--- src/rtl/core/efr_pkg.sv ---
// Shared types and constants for the edge filter and renumber block.
package efr_pkg;

  localparam int ID_W    = 31;
  localparam int SLOT_W  = 8;
  localparam int COUNT_W = 9;
  localparam int ADDR_W  = 3;
  localparam int DATA_W  = 32;

  localparam logic KIND_LOAD = 1'b0;
  localparam logic KIND_EDGE = 1'b1;

  localparam logic REG_USED_COUNT = 1'b0;

  typedef enum logic [1:0] {
    ST_IDLE,
    ST_SWEEP,
    ST_DRAIN,
    ST_MERGE
  } state_e;

  typedef struct packed {
    logic clear;
    logic rd_en;
  } lane_ctrl_t;

endpackage

--- src/rtl/core/efr_lane.sv ---
// One lane: a bank of the removed-identifier table with its compare and count logic.
module efr_lane #(
  parameter int ROWS  = 32,
  parameter int ROW_W = 5,
  parameter int CNT_W = 6
) (
  input  logic                     clk_i,
  input  logic                     rst_ni,
  input  logic                     wr_en_i,
  input  logic [ROW_W-1:0]         wr_row_i,
  input  logic [efr_pkg::ID_W-1:0] wr_data_i,
  input  efr_pkg::lane_ctrl_t      ctrl_i,
  input  logic [ROW_W-1:0]         rd_row_i,
  input  logic                     entry_vld_i,
  input  logic [efr_pkg::ID_W-1:0] node_a_i,
  input  logic [efr_pkg::ID_W-1:0] node_b_i,
  output logic                     hit_o,
  output logic [CNT_W-1:0]         cnt_a_o,
  output logic [CNT_W-1:0]         cnt_b_o
);

  logic [efr_pkg::ID_W-1:0] mem_q [ROWS];
  logic [efr_pkg::ID_W-1:0] rd_data_q;
  logic                     rd_vld_q;
  logic                     hit_q;
  logic [CNT_W-1:0]         cnt_a_q;
  logic [CNT_W-1:0]         cnt_b_q;

  always_ff @(posedge clk_i) begin
    if (wr_en_i) begin
      mem_q[wr_row_i] <= wr_data_i;
    end
    if (ctrl_i.rd_en) begin
      rd_data_q <= mem_q[rd_row_i];
    end
  end

  always_ff @(posedge clk_i or negedge rst_ni) begin
    if (!rst_ni) begin
      rd_vld_q <= 1'b0;
      hit_q    <= 1'b0;
      cnt_a_q  <= '0;
      cnt_b_q  <= '0;
    end else begin
      rd_vld_q <= ctrl_i.rd_en & entry_vld_i;
      if (ctrl_i.clear) begin
        hit_q   <= 1'b0;
        cnt_a_q <= '0;
        cnt_b_q <= '0;
      end else if (rd_vld_q) begin
        hit_q   <= hit_q | (rd_data_q == node_a_i) | (rd_data_q == node_b_i);
        cnt_a_q <= cnt_a_q + CNT_W'(rd_data_q < node_a_i);
        cnt_b_q <= cnt_b_q + CNT_W'(rd_data_q < node_b_i);
      end
    end
  end

  assign hit_o   = hit_q;
  assign cnt_a_o = cnt_a_q;
  assign cnt_b_o = cnt_b_q;

endmodule

--- config.mk ---
export PLATFORM = sky130hd
export DESIGN_NAME = efr_lane
export DESIGN_NICKNAME = d
export VERILOG_FILES = /design/src/rtl/core/efr_pkg.sv /design/src/rtl/core/efr_lane.sv
export SDC_FILE = /design/constraint.sdc
export NUM_CORES = 1
export LEC_CHECK = 0
export BUFFER_PORTS_ARGS = -buffer_cell sky130_fd_sc_hd__buf_2
export CAP_MARGIN = 15
export CORE_MARGIN = 2
export CORE_UTILIZATION = 30
export CTS_CLUSTER_DIAMETER = 120
export DETAILED_ROUTE_END_ITERATION = 12
export SLEW_MARGIN = 20
export SYNTH_ARGS = -nofsm -noshare
export SYNTH_HDL_FRONTEND = slang
export SYNTH_SLANG_ARGS = --single-unit
export TNS_END_PERCENT = 10
--- constraint.sdc ---
create_clock -name clk_i -period 3.5 [get_ports clk_i]
set_input_delay 0.7 -clock clk_i [delete_from_list [all_inputs] [get_ports clk_i]]
set_output_delay 0.7 -clock clk_i [all_outputs]
set_load 0.1 [all_outputs]
==> results of run 1 <==
what timing repair did:
| item | 4_1_cts | 5_1_grt |
|---|---|---|
| endpoints found under the setup margin | 0 | 1 |
| endpoints found under the hold margin | 14 | 0 |
| gates resized for setup | 0 | 1 |
| hold buffers | 1 | 0 |
critical path, delay by kind of cell, from the launching register on:
family / cells / cell delay (ps)
flip-flops: 1 / 430
AO/OA/AOI/OAI: 5 / 1080
AND/OR/NAND/NOR: 3 / 1090
adder cells (fa/ha/maj): 2 / 620
path summary, 6_finish.rpt:
check,slack [ps],from,endpoint,cells after the start
setup / recovery,180,rd_data_q[2],cnt_b_o[5],10
setup reg to reg,180,rd_data_q[2],cnt_b_o[5],10
min in group asynchronous,480,rst_ni,hit_o,2
max in group asynchronous,2750,rst_ni,cnt_b_o[4],2
hold / removal,270,entry_vld_i,rd_vld_q,2
hold reg to reg,540,hit_o,hit_o,2
synth_stat cells (all sizes together), types with 8 or more instances:
cell type  instances  area share
a21oi             26      0.0032
dfrtp             14      0.0086
mux4             279        0.15
a22oi             31      0.0057
nand2             14      0.0013
o21ai             12      0.0015
inv               62      0.0057
nand4             16      0.0024
ha                66       0.020
nor2              48      0.0044
edfxtp          1023        0.75
buf               50      0.0074
mux2i             66       0.016
clkbuf            33      0.0030
o21a              33      0.0061
nand3              8     0.00098
state kept, by name, indices dropped and copies added (netlist names):
signal / flops
hit_o: 1
rd_vld_q: 1
cnt_b_o: 6
rd_data_q: 31
cnt_a_o: 6
mem_q: 992
per-layer routing:
layer	global-route usage	wire length [um]	vias to the layer above	share of wire
met1	0.1885	41720	10360	0.42
met4	0.04224	2774	0	0.028
li1	-	-	8157	-
met2	0.2358	48340	674	0.49
met3	0.02762	6684	169	0.067
met5	0	0	-	0
power breakdown:
group / internal, uW / switching [uW] / total [uW]
registers: 13800 / 65.6 / 13900
logic: 639 / 877 / 1520
clock network: 5580 / 4510 / 10100
per-stage QoR:
stage / TNS (ps) / setup WS (ps) / area [um^2] / power (uW)
final: 0 / 182.0 / 47690 / 25510
after global placement: -266.1 / -157.7 / 44620 / 15630
after CTS: 0 / 155.0 / 47640 / 25740
after detailed placement: -638.4 / -218.4 / 44620 / 15690
after floorplan: 0 / 329.1 / 40900 / 15020
after global routing: 0 / 36.27 / 47680 / 26330
cell type report:
cell class / count / area share
diodes: 3 / 0.0001574
clock buffers: 133 / 0.05597
clock inverters: 51 / 0.007321
inverters: 62 / 0.004880
multi-input cells: 645 / 0.1977
flip-flops and latches: 1037 / 0.6516
well taps: 1781 / 0.04673
repair buffers: 207 / 0.03566
kinds of logic (layout without fill, tap and decap cells):
family / after synthesis / after routing
flip-flops: 1037 / 1037
multiplexers: 345 / 345
buffers and inverters: 145 / 453
AO/OA/AOI/OAI: 115 / 115
AND/OR/NAND/NOR: 113 / 113
adder cells (fa/ha/maj): 66 / 66
XOR/XNOR: 6 / 6
other: 0 / 3
==> results.py, run 1 <==
metrics = {
    "floorplanning": {
        "design.core.area_um2": 135500,
        "io_pins": 122,
        "rows": 135,
        "dieArea_um2": 139300,
        "dieWidth_um": 373.2,
        "initial_utilization": 0.3019,
        "die_h_um": 373.2,
    },
    "setup_path": {
        "path_cells": "ha_1, a21oi_1, a21oi_1, o31ai_1, a21bo_2, and4b_1, ha_1, nand4_1, or3_1, a21oi_1",
        "crit_path_slowest_cell": "sky130_fd_sc_hd__and4b_1",
        "cp_max_fo": 4,
        "setup.worst_path.class": "flop to flop",
        "critPathCaptureType": "flop",
        "crit_top_cell": "sky130_fd_sc_hd__a21oi_1",
        "startpoint_type_of_the_worst_setup_path": "flop",
        "worst-endpoint-required_ps": 4070,
        "critPathMaxStageDelay_ps": 550,
        "signal_arrival_time_at_the_worst_endpoint_ps": 3890,
    },
    "clock_tree": {
        "cts-buffers-inserted": 99,
        "number_of_buffers_inserted_to_repair_setup_after_cts": 0,
        "cts_max_path_buffers": 3,
        "htree_num_levels": 3,
        "cts_tree": "built",
        "ctsRootBufferMaster": "sky130_fd_sc_hd__clkbuf_16",
        "clock_insertion_delay_worst_skew_ps": 670,
        "tritoncts_num_sinks": 1037,
        "path_clk_slew_ps": 60,
    },
    "sta": {
        "skew_ps": 21.06,
        "clock.fmax_mhz": 301.4,
        "fin_crit_sh": 0.9480,
        "rsz0062_at_grt": "false",
        "layout_min_cycle_time_ps": 3318,
        "fin_hold_ws_ps": 267.5,
        "timing_max_transition_violations_final": 0,
        "report.final.hold_viol_count": 0,
        "max-slew-margin-rel": 0.2198,
        "worstMarginPinSlew_ps": 1163,
        "setup-violations-final": 0,
    },
    "cells_and_area": {
        "finalNetCount": 2227,
        "multi_input_logic_area_um2": 9429,
        "sequential_cell_area_um2": 31070,
        "layout-drive-gt1-share": 0.3049,
        "fin_util": 0.3520,
        "final_cells": 3919,
        "area_growth_pct": 16.60,
        "most_common_cell_after_layout_fill_and_taps_aside": "sky130_fd_sc_hd__edfxtp_1",
        "num-fill-cells": 12410,
        "layout_common_cells": "1023 x sky130_fd_sc_hd__edfxtp_1, 279 x sky130_fd_sc_hd__mux4_2, 118 x sky130_fd_sc_hd__buf_2",
    },
    "synthesis": {
        "synth.cell_area_um2": 40900,
        "async_reset_ff_frac": 0.01350,
        "syn-instance-count": 1827,
        "post_synth_and_or_nand_nor_area_fraction": 0.01389,
        "syn_avg_cell_area_um2": 22.38,
        "ys_seq_elements": 1037,
        "yosys.area_share.xor_xnor": 0.001285,
        "main_combinational_cell_family_by_area_after_synthesis": "multiplexers",
        "mappedNetlistNets": 2002,
        "synthMuxAreaShare": 0.1698,
        "post_synth_fa_ha_maj_area_fraction": 0.02019,
        "synth-seq-area-share": 0.7597,
        "synth.yosys.warnings": 0,
        "ys.flop_type": "sky130_fd_sc_hd__edfxtp_1",
        "synth_area_in_compound_gates": 0.01900,
        "synth_edf_count": 1023,
        "post_synth_num_cell_types": 40,
    },
    "power": {
        "vdd_drop_max_mv": 0.3671,
        "p_leak_uw": 0.01535,
        "p_per_area_nw_per_um2": 534.9,
    },
    "route": {
        "drtIter0Drc": 1716,
        "drtPass1Iterations": 5,
        "post_route_wl_mm": 99.52,
        "detail-route-antenna-nets": 0,
        "routed_via_density": 4.939,
        "post-route-drc-count": 0,
        "post_drt_wl_per_cell_um": 25.39,
        "total_number_of_vias": 19360,
    },
    "grt": {
        "grt.total_usage": 0.1418,
        "maximum_number_of_pins_on_one_net_before_global_route_repair": 57,
        "grt.overflow.total": 0,
        "grt_first_pass_wirelength_mm": 143.8,
        "antenna_found_initial": 7,
        "grt_pass1_vias": 20530,
    },
    "flow_run": {
        "cap_violations": 0,
    },
    "place": {
        "dp_cells": 3730,
        "gpl.final_weighted_congestion": 0.8126,
        "placement.io_buffers": 121,
        "dp_hpwl_mm": 57.59,
    },
    "min_path": {
        "hold_path.class": "input pin to flop",
    },
    "run_status": {
        "outcome": "finished, final reports clean",
    },
}
Power figures use the tool's default switching activity.
==> run 2: changes to the inputs <==
- clock period: 3.5 -> 3.48 ns (I/O delays scaled with it)
==> run 2 against run 1 <==
Against the previous run:
- sequential power about the same
- via count increased by 0.32%
- first-iteration DRC count increased by 15%
- critical endpoint is now cnt_a_o[5]
- largest power group unchanged
- largest cell class unchanged
- hold slack got worse by 4.3 ps
- critical path type unchanged
- highest routed layer unchanged
==> results.py, run 2 (synthesis gave the netlist of run 1 again) <==
metrics = {
    "clock_tree": {
        "number_of_buffers_inserted_to_repair_setup_after_cts": 0,
        "path_clk_slew_ps": 60,
        "ctsRootBufferMaster": "sky130_fd_sc_hd__clkbuf_16",
        "cts_max_path_buffers": 3,
        "htree_num_levels": 3,
        "cts_tree": "built",
        "tritoncts_num_sinks": 1037,
        "cts-buffers-inserted": 100,
        "clock_insertion_delay_worst_skew_ps": 670,
    },
    "floorplanning": {
        "dieWidth_um": 373.2,
        "die_h_um": 373.2,
        "initial_utilization": 0.3019,
        "design.core.area_um2": 135500,
        "io_pins": 122,
        "dieArea_um2": 139300,
        "rows": 135,
    },
    "route": {
        "drtPass1Iterations": 5,
        "routed_via_density": 4.965,
        "topRoutingLayerUsed": "met4",
        "detailroute.wirelength.met2_mm": 49.29,
        "total_number_of_vias": 19420,
        "post_route_wl_mm": 99.44,
        "detailroute.wirelength.met3_mm": 6.122,
        "met1_length_mm": 42.15,
        "post-route-drc-count": 0,
        "post_drt_wl_per_cell_um": 25.43,
        "detail-route-antenna-nets": 0,
        "drtIter0Drc": 1972,
    },
    "cells_and_area": {
        "antenna-diode-count": 0,
        "layout_common_cells": "1023 x sky130_fd_sc_hd__edfxtp_1, 279 x sky130_fd_sc_hd__mux4_2, 118 x sky130_fd_sc_hd__buf_2",
        "finalNetCount": 2222,
        "largest_registers_in_the_final_layout": "mem_q x992, rd_data_q x31",
        "largest_register": "mem_q",
        "area_growth_pct": 17.26,
        "fin_util": 0.3540,
        "layout-drive-gt1-share": 0.3127,
        "largest_register_ff_count": 992,
        "most_common_cell_after_layout_fill_and_taps_aside": "sky130_fd_sc_hd__edfxtp_1",
    },
    "power": {
        "vdd_drop_max_mv": 0.3696,
        "power_frac_comb": 0.058,
        "report.power.total_uw": 26380,
        "p_clk_frac": 0.412,
        "p_int_uw": 20760,
        "p_sw_frac": 0.2128,
        "net-switching-power_uw": 5613,
        "p_per_area_nw_per_um2": 550.0,
        "pwr-share-seq": 0.530,
        "p_leak_uw": 0.01546,
    },
    "sta": {
        "layout_min_cycle_time_ps": 3270,
        "rsz0062_at_grt": "false",
        "max-slew-margin-rel": 0.2886,
        "setup-violations-final": 0,
        "final_critical_path_setup_slack_ps": 210.3,
        "worstMarginPinSlew_ps": 1067,
        "skew_ps": 24.08,
        "fin_crit_sh": 0.9396,
        "clock.fmax_mhz": 305.8,
        "fin_hold_ws_ps": 263.2,
        "timing_max_transition_violations_final": 0,
        "report.final.hold_viol_count": 0,
    },
    "setup_path": {
        "worst-endpoint-required_ps": 4060,
        "signal_arrival_time_at_the_worst_endpoint_ps": 3850,
        "cp_max_fo": 3,
        "setup.worst_path.class": "flop to flop",
        "critPathCaptureType": "flop",
        "startpoint_type_of_the_worst_setup_path": "flop",
    },
    "place": {
        "dp_hpwl_mm": 57.25,
        "placement.io_buffers": 121,
        "gpl.final_weighted_congestion": 0.8183,
        "preCtsSetupSlack_ps": -176.2,
    },
    "grt": {
        "grt.overflow.total": 0,
        "maximum_number_of_pins_on_one_net_before_global_route_repair": 80,
        "grt_pass1_vias": 20560,
        "grt.total_usage": 0.1417,
        "grt_first_pass_wirelength_mm": 144.4,
        "antenna_found_initial": 11,
    },
    "run_status": {
        "outcome": "finished, final reports clean",
    },
    "flow_run": {
        "cap_violations": 0,
    },
    "min_path": {
        "hold_path.class": "input pin to flop",
    },
}
-- run 2: cell count changes in the layout (fill, tap and decap cells not counted), sizes merged --
cell,delta
buf,-6
bufinv,+9
clkbuf,-15
clkinv,+6
clkinvlp,+2
diode,-3
inv,-1
-- run 2: metal layers --
layer,vias to the layer above,GRT usage
li1,8153,-
met1,10420,0.1916
met2,702,0.2392
met3,143,0.02416
met4,0,0.03185
met5,-,0
-- run 2: layout make-up --
class	count	area, um^2
fillers	12370	87510
inverters	62	232.7
clock buffers	118	2570
well taps	1781	2228
clock inverters	67	711.9
flip-flops and latches	1037	31070
repair buffers	201	1710
multi-input cells	645	9433
-- run 2: final timing paths --
kind / slack [ps] / start / to / cells after the start
worst min-delay path: 260 / entry_vld_i / rd_vld_q / 2
worst max register to register: 210 / rd_data_q[1] / cnt_a_o[5] / 10
min in group asynchronous: 470 / rst_ni / hit_o / 2
worst min register to register: 520 / hit_o / hit_o / 2
max in group asynchronous: 2760 / rst_ni / cnt_b_o[4] / 2
worst max-delay path: 210 / rd_data_q[1] / cnt_a_o[5] / 10
-- run 2: critical path: stages, from the launching register on --
cell                        delay (ps)
sky130_fd_sc_hd__edfxtp_1          420
sky130_fd_sc_hd__ha_1              310
sky130_fd_sc_hd__nor2b_1           140
sky130_fd_sc_hd__o21a_1            160
sky130_fd_sc_hd__o21ai_0           170
sky130_fd_sc_hd__or4b_1            520
sky130_fd_sc_hd__a2111oi_1         460
sky130_fd_sc_hd__ha_1              250
sky130_fd_sc_hd__nand4_1           180
sky130_fd_sc_hd__or3_1             390
sky130_fd_sc_hd__a21oi_1           160
-- run 2: metrics by stage --
step	setup TNS (ps)	area [um^2]	instances
final	0	47960	3911
after global routing	0	47960	3911
after CTS	0	47950	3911
after detailed placement	-465.3	44650	3725
after global placement	-96.80	44650	3725
after floorplan	0	40900	1827
-- run 2: repair_timing --
item	4_1_cts	5_1_grt
endpoints found under the setup margin	0	1
endpoints found under the hold margin	14	0
hold buffers	1	0
resized for setup	0	1
-- run 2: power by group through the flow --
stage,Clock [uW],Combinational (uW),Sequential [uW]
final,10900,1520,14000
after global routing,11600,1650,14000
after CTS,11100,1540,14000
after detailed placement,0,1530,14300
after global placement,0,1490,14200
after floorplan,0,871,14200
