===== config.mk =====
export PLATFORM = sky130hd
export DESIGN_NAME = efr_merge
export DESIGN_NICKNAME = d
export VERILOG_FILES = /design/src/rtl/core/efr_pkg.sv /design/src/rtl/core/efr_merge.sv
export SDC_FILE = /design/constraint.sdc
export NUM_CORES = 1
export LEC_CHECK = 0
export BUFFER_PORTS_ARGS = -buffer_cell sky130_fd_sc_hd__buf_2
export CAP_MARGIN = 20
export CORE_MARGIN = 10
export CORE_UTILIZATION = 51
export DETAILED_ROUTE_END_ITERATION = 10
export GPL_ROUTABILITY_DRIVEN = 0
export PLACE_DENSITY_LB_ADDON = 0.15
export REMOVE_ABC_BUFFERS = 1
export SYNTH_ARGS = -nofsm -noshare
export SYNTH_HDL_FRONTEND = slang
export SYNTH_SLANG_ARGS = --single-unit

===== constraint.sdc =====
create_clock -name clk_i -period 0.8 [get_ports clk_i]
set_input_delay 0.08 -clock clk_i [delete_from_list [all_inputs] [get_ports clk_i]]
set_output_delay 0.08 -clock clk_i [all_outputs]
set_load 0.03 [all_outputs]

===== src/rtl/core/efr_pkg.sv =====
// Shared types and constants for the edge filter and renumber block.
package efr_pkg;

  localparam int ID_W    = 31;
  localparam int SLOT_W  = 8;
  localparam int COUNT_W = 9;
  localparam int ADDR_W  = 3;
  localparam int DATA_W  = 32;

  localparam logic KIND_LOAD = 1'b0;
  localparam logic KIND_EDGE = 1'b1;

  localparam logic REG_USED_COUNT = 1'b0;

  typedef enum logic [1:0] {
    ST_IDLE,
    ST_SWEEP,
    ST_DRAIN,
    ST_MERGE
  } state_e;

  typedef struct packed {
    logic clear;
    logic rd_en;
  } lane_ctrl_t;

endpackage


===== src/rtl/core/efr_merge.sv =====
// Merge stage: combines the lane hits and counts and registers the renumbered result.
module efr_merge #(
  parameter int LANES = 8,
  parameter int CNT_W = 6,
  parameter int SUM_W = 9
) (
  input  logic                              clk_i,
  input  logic                              rst_ni,
  input  logic                              capture_i,
  input  logic [LANES-1:0]                  hit_i,
  input  logic [LANES-1:0][CNT_W-1:0]       cnt_a_i,
  input  logic [LANES-1:0][CNT_W-1:0]       cnt_b_i,
  input  logic [efr_pkg::ID_W-1:0]          node_a_i,
  input  logic [efr_pkg::ID_W-1:0]          node_b_i,
  output logic [efr_pkg::ID_W-1:0]          new_a_o,
  output logic [efr_pkg::ID_W-1:0]          new_b_o,
  output logic                              done_o
);

  logic [SUM_W-1:0]         sum_a;
  logic [SUM_W-1:0]         sum_b;
  logic [efr_pkg::ID_W-1:0] new_a_d;
  logic [efr_pkg::ID_W-1:0] new_b_d;
  logic [efr_pkg::ID_W-1:0] new_a_q;
  logic [efr_pkg::ID_W-1:0] new_b_q;
  logic                     done_q;

  always_comb begin
    sum_a = '0;
    sum_b = '0;
    for (int l = 0; l < LANES; l++) begin
      sum_a = sum_a + SUM_W'(cnt_a_i[l]);
      sum_b = sum_b + SUM_W'(cnt_b_i[l]);
    end
    if (32'(sum_a) > 32'(node_a_i)) begin
      new_a_d = '0;
    end else begin
      new_a_d = efr_pkg::ID_W'(32'(node_a_i) - 32'(sum_a));
    end
    if (32'(sum_b) > 32'(node_b_i)) begin
      new_b_d = '0;
    end else begin
      new_b_d = efr_pkg::ID_W'(32'(node_b_i) - 32'(sum_b));
    end
  end

  always_ff @(posedge clk_i) begin
    if (capture_i) begin
      new_a_q <= new_a_d;
      new_b_q <= new_b_d;
    end
  end

  always_ff @(posedge clk_i or negedge rst_ni) begin
    if (!rst_ni) begin
      done_q <= 1'b0;
    end else begin
      done_q <= capture_i & ~(|hit_i);
    end
  end

  assign new_a_o = new_a_q;
  assign new_b_o = new_b_q;
  assign done_o  = done_q;

endmodule


==> results of run 1 <==
==> Yosys cell counts, types with 4 or more instances <==
library cell  count  area share
ha_1             36       0.070
mux2_1            7       0.012
edfxtp_1         62        0.29
xor2_1           16       0.022
clkbuf_1         11      0.0064
or4_1             7      0.0082
nor4_1           11       0.011
o21bai_1          4      0.0047
nor2_1           53       0.031
a211oi_1          5      0.0058
nor2b_1          11       0.011
nand2_1          26       0.015
or3_1             5      0.0049
o31ai_1           5      0.0058
nand3_1          10      0.0078
fa_1             72        0.22
o21ai_0          11      0.0086
nor3_1           16       0.012
nand4_1           4      0.0039
a31oi_1           4      0.0039
nand2b_1          5      0.0049
a21o_1            9       0.011
a21oi_1          29       0.023
inv_1           179        0.10
xnor2_1          21       0.029
==> path summary, 6_finish.rpt <==
kind                       startpoint                         to  cells after the start
worst max-delay path       cnt_a_i[2]  new_a_o[22]$_SDFFCE_PN0P_                     26
worst min-delay path           rst_ni           done_o$_DFF_PN0_                      2
max in group asynchronous      rst_ni           done_o$_DFF_PN0_                      2
min in group clk_i           hit_i[7]           done_o$_DFF_PN0_                      4
==> layout by cell type, fill, tap and decap left out, types with 5 or more instances in the layout <==
master     instances
xnor2_1           18
buf_2            164
a21oi_2           10
fa_1              70
nor4_1             7
a21o_1             9
clkbuf_1           5
buf_6             96
nor2_4             9
inv_2             14
a21oi_1           17
or4_4              5
nand3_2            5
nor3_2             5
inv_1            165
nor2b_1            9
nor3_1             6
nand3_1            5
ha_1              32
nor2_1            35
clkbuf_16          9
edfxtp_1          62
nand2_2            5
mux2_4             7
buf_4            138
xor2_1            16
nor3_4             5
nor2_2             9
o21ai_0            8
nand2_1           18
==> state kept, by name (all words and copies together), names as in the netlist <==
signal   count
new_b_o     31
done_o       1
new_a_o     31
==> kinds of logic after synthesis <==
group                      Yosys count  share of synthesized area
xor gates and xnor gates            37                     0.0504
adders and majority gates          108                      0.294
buffers and inverters              191                      0.113
and+or+nand+nor                    171                      0.144
DFF                                 63                      0.294
muxes                               13                     0.0222
AOI/OAI and AO/OA                   84                     0.0829
==> layout make-up <==
type,instances,area (um2),area share
tap,168,210,0.0197
inverter,179,672,0.0629
clock buffer,15,258,0.0241
timing repair buffer,411,3160,0.296
multi-input combinational,413,4450,0.417
antenna,4,10.0,0.000938
clock inverter,1,30.0,0.00281
sequential,63,1890,0.177
==> per-stage QoR <==
stage	utilization	std cells	instance area, um2	hold slack (ns)	power (mW)
6_report	0.878	1254	10700	0.0684	54.6
5_1_grt	0.877	1252	10700	0.0539	57.6
4_1_cts	0.843	1239	10200	0.0185	50.0
3_5_place_dp	0.730	1198	8870	-0.143	40.8
3_3_place_gp	0.730	1198	8870	-0.144	39.7
2_1_floorplan	-	655	6370	-0.216	27.3
==> power by group through the flow <==
stage,clock network [mW],logic (mW),registers (mW)
2_1_floorplan,0,19.7,7.60
3_3_place_gp,0,33.7,6.03
3_5_place_dp,0,34.8,6.02
4_1_cts,3.86,40.0,6.13
5_1_grt,4.19,47.2,6.17
6_report,4.11,44.3,6.17
==> per-layer routing <==
metal / GRT usage / part of all wire
met5: 0 / 0
met4: 0.129 / 0.080
met3: 0.0606 / 0.13
met2: 0.479 / 0.48
met1: 0.288 / 0.32
==> what timing repair did <==
action                     in CTS  in global routing
setup endpoints to repair     125                125
hold buffers                    4                  0
resized for setup             244                 84
setup buffers                  19                 15
gates cloned                    4                  0
pin swaps                      62                 56
hold endpoints to repair        2                  0
==> critical path, cell delays in order <==
cell and delay, ns:
buf_6 0.07, inv_2 0.03, fa_1 0.54, inv_2 0.04
fa_1 0.50, fa_1 0.51, inv_1 0.05, fa_1 0.42
inv_1 0.08, ha_2 0.18, inv_2 0.04, fa_2 0.33
inv_1 0.06, a21oi_1 0.06, o21bai_1 0.18, a21o_1 0.16
a21oi_2 0.07, ha_2 0.18, or3_4 0.35, buf_6 0.14
nor4_4 0.14, nand2_1 0.09, or3_4 0.37, buf_6 0.15
o21ai_1 0.29, o31ai_4 0.13
==> results.txt, run 1 <==
----------------------------------------------------
[Floorplanning]
  Effective utilization at floorplan ... 0.528
  Chip height ... 132 um
  Die area ... 17500 um2
  DIE WIDTH ... approximately 130 um
  Number of I/O pins ... 232
  Core footprint ... between 10000 and 15000 um2
  Number of placement rows ... 40

[Setup path]
  Kind of capture point of the worst setup path ... flip-flop
  Kind of launch point of the worst setup path ... input pin
  Worst setup path class ... in2reg
  Critical-path maximum fanout ... 6
  Critical path arrival ... roughly 5.3 ns
  Worst Path Required ... roughly 0.88 ns

[STA]
  Highest clock frequency the design can meet ... 193 MHz
  Worst slew margin relative to its limit ... 0.615
  Final Cycle Share ... 6.46
  Final period demand of the worst path ... 5.17 ns
  RSZ-0062 raised after global routing ... true
  Setup Viol. Count Final ... 126
  Worst Tran Pin Value ... about 0.57 ns
  Final WS setup ... -4.37 ns
  Number of pins exceeding their max-slew limit in the final report ... 0
  Setup TNS Final ... -274.43 ns
  Final count of hold timing violations ... 0

[Synthesis]
  Number of instances in the synthesized netlist ... 667
  Synthesized area ... between 6000 and 7000 um2
  Number of enable-type register cells in the synthesized netlist ... 62
  Most common flop cell mapped by yosys ... edfxtp_1
  Flip-flop and latch count after synthesis ... 63
  Synth Warn # ... 0
  Sequential-to-total area share from yosys stat ... 0.294
  Unique cell type count in the Yosys netlist ... 57
  Per-instance average area after synthesis ... between 9 and 10 um2
  Share of async-settable or async-resettable flops after synthesis ... 0.0159

[Pwr]
  Static leakage power ... 5.26 nW
  VDD IR-drop max ... between 3000 and 4000 uV
  Power Internal ... 29.0 mW
  Combinational group share of total power ... 0.812
  Net Switching ... 25.6 mW
  Sequential group share of total power ... 0.113
  Clock share of power ... 0.075
  Switching share of power ... 0.469
  PwrDens ... 5120 nW/um2

[Clock tree]
  Clock buffers created by TritonCTS ... 9
  H-Tree Level Count ... 3
  TritonCTS clock tree ... done
  Root Buffer Master ... clkbuf_16
  Clock input transition at the sequential cells of the worst setup and hold paths ... ~0.06 ns
  Sinks on the clock net ... 63
  Buffer levels on the longest clock path ... 2

[Global routing]
  Antenna violations before repair ... 3
  Maximum number of pins on one net before global-route repair ... slightly above 40
  GRT Util Overall ... 0.266
  Number of global-route vias before repair ... 7276
  Wire length of the first global-routing pass ... 37700 um
  Total overflow reported by the global router ... 0

[Routing]
  Remaining antenna violation count after routing ... 0
  Average detailed-routed wire length per instance ... 23.8 um
  Total DRC errors in the routed layout ... 0
  Number of detailed-route iterations in the first pass ... 5
  DR iter-0 viols ... 973
  Via-per-instance ratio ... around 6
  Number of vias after detailed routing ... approximately 7.3k
  Total Wirelength ... around 30000 um

[Run]
  Maximum Capacitance Violations ... 0

[Outcome]
  Outcome ... complete, but fails checks
  Failing checks ... negative setup slack

[Placement]
  Number of buffers added on ports ... 231
  DP HPWL ... ~15000 um
  Post-place setup slack ... -4.93 ns

[Finish]
  Ratio of cells with drive above 1 in the final layout ... 0.512
  Synth-to-Final Area Change ... 66.1%
  FILL cells ... 542
  Number of nets in the finished design ... 1354

[Worst hold path]
  Type of the tightest min-delay check ... in2async

----------------------------------------------------
(Power assumes the default switching activity.)
==> run 2: changes to the inputs <==
BUFFER_PORTS_ARGS = -buffer_cell sky130_fd_sc_hd__buf_4   (was -buffer_cell sky130_fd_sc_hd__buf_2)
==> run 2 against run 1 <==
  * The run still ends with negative setup slack left
  * Final area is 4.0% higher
  * Die area stayed put
  * Worst hold slack better by 0.012 ns
  * Critical path type unchanged
  * Critical endpoint is now new_b_o[13]$_SDFFCE_PN0P_
  * Largest cell class unchanged
==> results.txt, run 2 (same netlist as run 1, synthesis figures left out) <==
----------------------------------------------------
[Outcome]
  Outcome ... complete, but fails checks
  Failing checks ... negative setup slack

[STA]
  Setup Viol. Count Final ... 125 (-0.79%)
  Final WS setup ... -4.95 ns (-0.584 ns)
  Worst Hold Margin ... 0.0803 ns (+0.0119 ns)
  Final Cycle Share ... 7.19 (+0.730)
  Setup TNS Final ... -309.18 ns (-34.76 ns)
  Worst slew margin relative to its limit ... 0.435 (-0.180)
  Final count of hold timing violations ... 0 (unchanged)
  Number of pins exceeding their max-slew limit in the final report ... 0 (unchanged)
  Worst Tran Pin Value ... 0.841 ns (+0.267 ns)
  Final period demand of the worst path ... 5.75 ns (+0.584 ns)
  RSZ-0062 raised after global routing ... true
  Highest clock frequency the design can meet ... 174 MHz (-10%)

[Finish]
  End-of-flow core utilization ... 0.913 (+0.0352)
  Number of nets in the finished design ... 1349 (-0.37%)
  Number of inserted diodes ... 0 (-4)
  Ratio of cells with drive above 1 in the final layout ... 0.525 (+0.0126)
  Synth-to-Final Area Change ... 72.7%
  Commonest non-fill, non-tap cell in the layout ... buf_4
  Most used cells in the layout excluding fill and tap cells ... buf_4, inv_1, buf_6

[Global routing]
  Wire length of the first global-routing pass ... 41000 um (+8.8%)
  Layer with the highest usage after global routing ... met2
  Fraction of met3 tracks used by global routing ... 0.0880 (+0.0274)
  Antenna violations before repair ... 0 (-3)
  Met2 capacity usage during global routing ... 0.530 (+0.0509)
  Number of global-route vias before repair ... 7717 (+6.1%)
  GRT Util Overall ... 0.292 (+0.0252)
  Total overflow reported by the global router ... 0 (unchanged)
  Maximum number of pins on one net before global-route repair ... 31 (-24%)
  Global routing usage on met1 ... 0.299 (+0.0109)

[Floorplanning]
  Core footprint ... 12200 um2 (unchanged)
  Effective utilization at floorplan ... 0.528 (unchanged)
  DIE WIDTH ... 132 um (unchanged)
  Chip height ... 132 um (unchanged)
  Die area ... 17500 um2 (unchanged)
  Number of I/O pins ... 232 (unchanged)
  Number of placement rows ... 40 (unchanged)

[Setup path]
  Critical-path maximum fanout ... 7 (+1)
  Worst setup path class ... in2reg
  Kind of capture point of the worst setup path ... flip-flop
  Critical path arrival ... 5.84 ns (+0.59 ns)
  Worst Path Required ... 0.88 ns (about the same)
  Kind of launch point of the worst setup path ... input pin

[Worst hold path]
  Type of the tightest min-delay check ... in2async

[Routing]
  Remaining antenna violation count after routing ... 0 (unchanged)
  Average detailed-routed wire length per instance ... 27.5 um (+16%)
  Total DRC errors in the routed layout ... 0 (unchanged)
  DR iter-0 viols ... 1357 (+39%)
  Number of detailed-route iterations in the first pass ... 8 (+3)
  Via-per-instance ratio ... 6.25 (+6.7%)
  Number of vias after detailed routing ... 7776 (+5.9%)
  Total Wirelength ... 34300 um (+15%)

[Pwr]
  VDD IR-drop max ... 3980 uV (+0.37%)
  Total power ... 59.8 mW (+9.5%)
  PwrDens ... 5390 nW/um2 (+5.3%)
  Static leakage power ... 5.44 nW (+3.4%)

[Clock tree]
  Clock input transition at the sequential cells of the worst setup and hold paths ... 0.06 ns (about the same)
  Buffer levels on the longest clock path ... 2 (unchanged)
  Root Buffer Master ... clkbuf_16
  Clock buffers created by TritonCTS ... 9 (unchanged)
  TritonCTS clock tree ... done
  H-Tree Level Count ... 3 (unchanged)
  Sinks on the clock net ... 63 (unchanged)

[Placement]
  DP HPWL ... 16000 um (+4.7%)
  Number of buffers added on ports ... 231 (unchanged)

[Run]
  Maximum Capacitance Violations ... 0 (unchanged)

----------------------------------------------------
run 2: metrics by stage:
stage | worst slack [ns] | instance area (um2) | instances
floorplan | -5.08 | 6370 | 655
global placement | -4.76 | 9400 | 1195
detailed placement | -4.96 | 9400 | 1195
CTS | -4.41 | 10700 | 1240
global route | -5.12 | 11100 | 1245
finish | -4.95 | 11100 | 1245
run 2: power breakdown:
part	internal (mW)	leakage (nW)	switching, mW	total (mW)
sequential	5.35	0.621	0.705	6.05
clock	2.38	0.139	1.66	4.03
combinational	22.8	4.68	26.9	49.7
total	30.5	5.44	29.3	59.8
run 2: cell type report:
type                    count  area, um2
clock inverters             6       51.3
flip-flops and latches     63       1890
fillers                   461       1060
multi-input cells         413       4550
inverters                 179        674
repair buffers            406       3500
well taps                 168        210
clock buffers              10        229
run 2: repair_timing:
action / CTS / global route
buffers inserted: 25 / 11
setup endpoints to repair: 125 / 126
hold buffers: 4 / 0
hold endpoints to repair: 2 / 0
pin swaps: 51 / 51
cloned: 4 / 0
gates resized for setup: 188 / 102
run 2: critical path, stage by stage:
cell and delay (ns):
buf_6 0.07, inv_4 0.03, fa_1 0.54, inv_2 0.04, fa_1 0.49, fa_1 0.51
inv_2 0.04, fa_1 0.48, inv_1 0.09, ha_2 0.19, inv_2 0.04, fa_2 0.36
inv_2 0.08, a21oi_2 0.05, o21bai_1 0.17, a21o_1 0.16, a21oi_2 0.08, ha_2 0.19
or3_4 0.34, buf_6 0.14, nor4_2 0.64, buf_4 0.26, and2_4 0.16, and3_4 0.24
buf_12 0.13, buf_12 0.15, nor3_4 0.07
run 2: layer usage:
layer	part of all wire	vias up
met3	0.14	331
met5	0	-
met4	0.10	0
li1	-	2975
met2	0.45	908
met1	0.31	3562
run 2: path summary, 6_finish.rpt:
check | from | endpoint | slack [ns] | depth (start not counted)
max in group asynchronous | rst_ni | done_o$_DFF_PN0_ | 0.64 | 2
min in group clk_i | hit_i[6] | done_o$_DFF_PN0_ | 0.09 | 3
setup / recovery | cnt_b_i[26] | new_b_o[13]$_SDFFCE_PN0P_ | -4.95 | 27
hold / removal | rst_ni | done_o$_DFF_PN0_ | 0.08 | 2
==> run 3: changes to the inputs <==
CORE_UTILIZATION = 54   (was 51)
clock period = 7.3 ns   (was 0.8 ns; I/O delays follow)
==> run 3 against run 2 <==
  * The flow now finishes without violations
  * Total power down 93%
  * Wire length down 52%
  * First-iteration DRC count down 65%
  * Highest routed layer unchanged
==> results.txt, run 3 (same netlist as run 1, synthesis figures left out) <==
----------------------------------------------------
[STA]
  Worst slew margin relative to its limit ... 0.486 (+0.0514)
  Final period demand of the worst path ... 6.25 ns
  Worst Tran Pin Value ... 0.770 ns (-0.0707 ns)
  Setup TNS Final ... 0 ns (+309.18 ns)
  Final WS setup ... 1.05 ns (+6.01 ns)
  Final Cycle Share ... 0.856
  Final count of hold timing violations ... 0 (unchanged)
  RSZ-0062 raised after global routing ... false
  Number of pins exceeding their max-slew limit in the final report ... 0 (unchanged)
  Setup Viol. Count Final ... 0 (-100%)
  Highest clock frequency the design can meet ... 160 MHz
  Worst Hold Margin ... 0.175 ns (+0.0944 ns)

[Placement]
  DP HPWL ... 14300 um (-11%)
  Post-place setup slack ... 0.671 ns (+5.63 ns)
  Number of buffers added on ports ... 231 (unchanged)

[Clock tree]
  Sinks on the clock net ... 63 (unchanged)
  Post-CTS setup buffers ... 0 (-100%)
  Root Buffer Master ... clkbuf_16
  Clock buffers created by TritonCTS ... 9 (unchanged)
  Buffer levels on the longest clock path ... 2 (unchanged)
  H-Tree Level Count ... 3 (unchanged)
  Resize count post-CTS ... 0 (-100%)
  Hold-fix buffers at CTS ... 0 (-4)
  Clock input transition at the sequential cells of the worst setup and hold paths ... 0.05 ns (about the same)
  TritonCTS clock tree ... done

[Setup path]
  Critical path arrival ... 6.32 ns (+0.48 ns)
  Crit-path cells ... buf_4 > inv_1 > fa_1 > inv_1 > fa_1 > fa_1 > inv_1 > fa_1 > inv_1 > ha_1 > inv_1 > fa_1 > inv_1 > a21oi_1 > o21bai_1 > a21o_1 > a21oi_1 > ha_1 > or3_1 > nor4_2 > nand2_1 > or3_1 > nor4_1 > mux2_2
  Delay of the slowest critical-path stage ... 0.56 ns (-0.08 ns)
  Kind of capture point of the worst setup path ... flip-flop
  Worst Path Required ... 7.37 ns (+6.49 ns)
  Critical-path maximum fanout ... 7 (unchanged)
  Slowest stage cell on the critical path ... fa_1
  Cell type group with the largest total delay on the critical path ... adder cells
  Most used cell along the critical path ... inv_1
  Kind of launch point of the worst setup path ... input pin
  Bufs and invs on worst path ... 7 (-4)
  Worst setup path class ... in2reg

[Pwr]
  Switching share of power ... 0.474 (-0.0158)
  Static leakage power ... 4.24 nW (-22%)
  Sequential group share of total power ... 0.160 (+0.059)
  Clock share of power ... 0.092 (+0.025)
  Combinational group share of total power ... 0.748 (-0.083)
  Power Internal ... 2.20 mW (-93%)
  VDD IR-drop max ... 334 uV (-92%)
  Net Switching ... 1.98 mW (-93%)
  PwrDens ... 487 nW/um2 (-91%)

[Global routing]
  Maximum number of pins on one net before global-route repair ... 64 (+110%)
  Antenna violations before repair ... 0 (unchanged)
  Total overflow reported by the global router ... 0 (unchanged)
  Wire length of the first global-routing pass ... 26400 um (-36%)
  Number of global-route vias before repair ... 5840 (-24%)
  GRT Util Overall ... 0.194 (-0.0974)

[Routing]
  Met2 routed wirelength ... 8580 um (-45%)
  Top routing layer in use ... met4
  Met3 wire length ... 1230 um (-75%)
  DR iter-0 viols ... 478 (-65%)
  Average detailed-routed wire length per instance ... 15.6 um (-43%)
  Total Wirelength ... 16300 um (-52%)
  Remaining antenna violation count after routing ... 0 (unchanged)
  Via-per-instance ratio ... 5.10 (-18%)
  Number of vias after detailed routing ... 5343 (-31%)
  Met1 wire length ... 6240 um (-40%)
  Number of detailed-route iterations in the first pass ... 5 (-3)
  Total DRC errors in the routed layout ... 0 (unchanged)

[Outcome]
  Outcome ... completed

[Floorplanning]
  Number of I/O pins ... 232 (unchanged)
  Die area ... 16700 um2 (-4.7%)
  Number of placement rows ... 39 (-2.5%)
  Effective utilization at floorplan ... 0.558 (+0.0296)
  Chip height ... 129 um (-2.4%)
  DIE WIDTH ... 129 um (-2.4%)
  Core footprint ... 11500 um2 (-5.3%)

[Finish]
  Synth-to-Final Area Change ... 33.7%
  Ratio of cells with drive above 1 in the final layout ... 0.292 (-0.233)
  Number of inserted diodes ... 0 (unchanged)
  Number of nets in the finished design ... 1179 (-13%)
  Most used cells in the layout excluding fill and tap cells ... buf_4, inv_1, fa_1
  FILL cells ... 861 (+87%)
  Commonest non-fill, non-tap cell in the layout ... buf_4

[Run]
  Maximum Capacitance Violations ... 0 (unchanged)

[Worst hold path]
  Type of the tightest min-delay check ... in2async

----------------------------------------------------
run 3: changes by cell type in the layout (fill, tap and decap cells not counted), moves of 10 or more:
cell / change
a21oi_1: +13
a21oi_2: -12
buf_4: -67
buf_6: -89
inv_1: +14
inv_2: -13
mux2_4: -10
nand2_1: +10
nor2_1: +31
nor2_2: -13
nor2_4: -18
run 3: routing by layer:
| layer | GRT usage | vias up |
|---|---|---|
| li1 | - | 2630 |
| met1 | 0.213 | 2487 |
| met2 | 0.359 | 206 |
| met3 | 0.0485 | 20 |
| met4 | 0.0649 | 0 |
| met5 | 0 | - |
run 3: path summary, 6_finish.rpt:
| check | from | end | slack, ns | depth (start not counted) |
|---|---|---|---|---|
| setup / recovery | cnt_a_i[2] | new_a_o[30]$_SDFFCE_PN0P_ | 1.05 | 24 |
| hold / removal | rst_ni | done_o$_DFF_PN0_ | 0.17 | 1 |
| max in group asynchronous | rst_ni | done_o$_DFF_PN0_ | 7.05 | 1 |
| min in group clk_i | hit_i[3] | done_o$_DFF_PN0_ | 0.56 | 2 |
run 3: per-stage QoR:
stage / std cells / total power, mW / cell area (um2) / utilization
global placement: 1034 / 3.64 / 8330 / 0.723
detailed placement: 1034 / 3.79 / 8330 / 0.723
floorplan: 655 / 3.05 / 6370 / -
finish: 1047 / 4.19 / 8590 / 0.746
CTS: 1047 / 4.19 / 8590 / 0.746
global route: 1047 / 4.64 / 8590 / 0.746
run 3: area by class of cell:
class | count | area [um2] | share of cell area
inverter | 179 | 672 | 0.0782
tap | 143 | 179 | 0.0208
sequential | 63 | 1890 | 0.220
multi-input combinational | 413 | 3820 | 0.444
clock inverter | 3 | 37.5 | 0.00437
clock buffer | 10 | 229 | 0.0266
timing repair buffer | 236 | 1770 | 0.206
run 3: power groups by stage:
stage | Sequential [mW] | Clock [mW] | Combinational [mW]
after CTS | 0.673 | 0.393 | 3.12
after floorplan | 0.841 | 0 | 2.21
after global placement | 0.677 | 0 | 2.96
after detailed placement | 0.679 | 0 | 3.11
after global routing | 0.677 | 0.407 | 3.55
final | 0.669 | 0.387 | 3.13
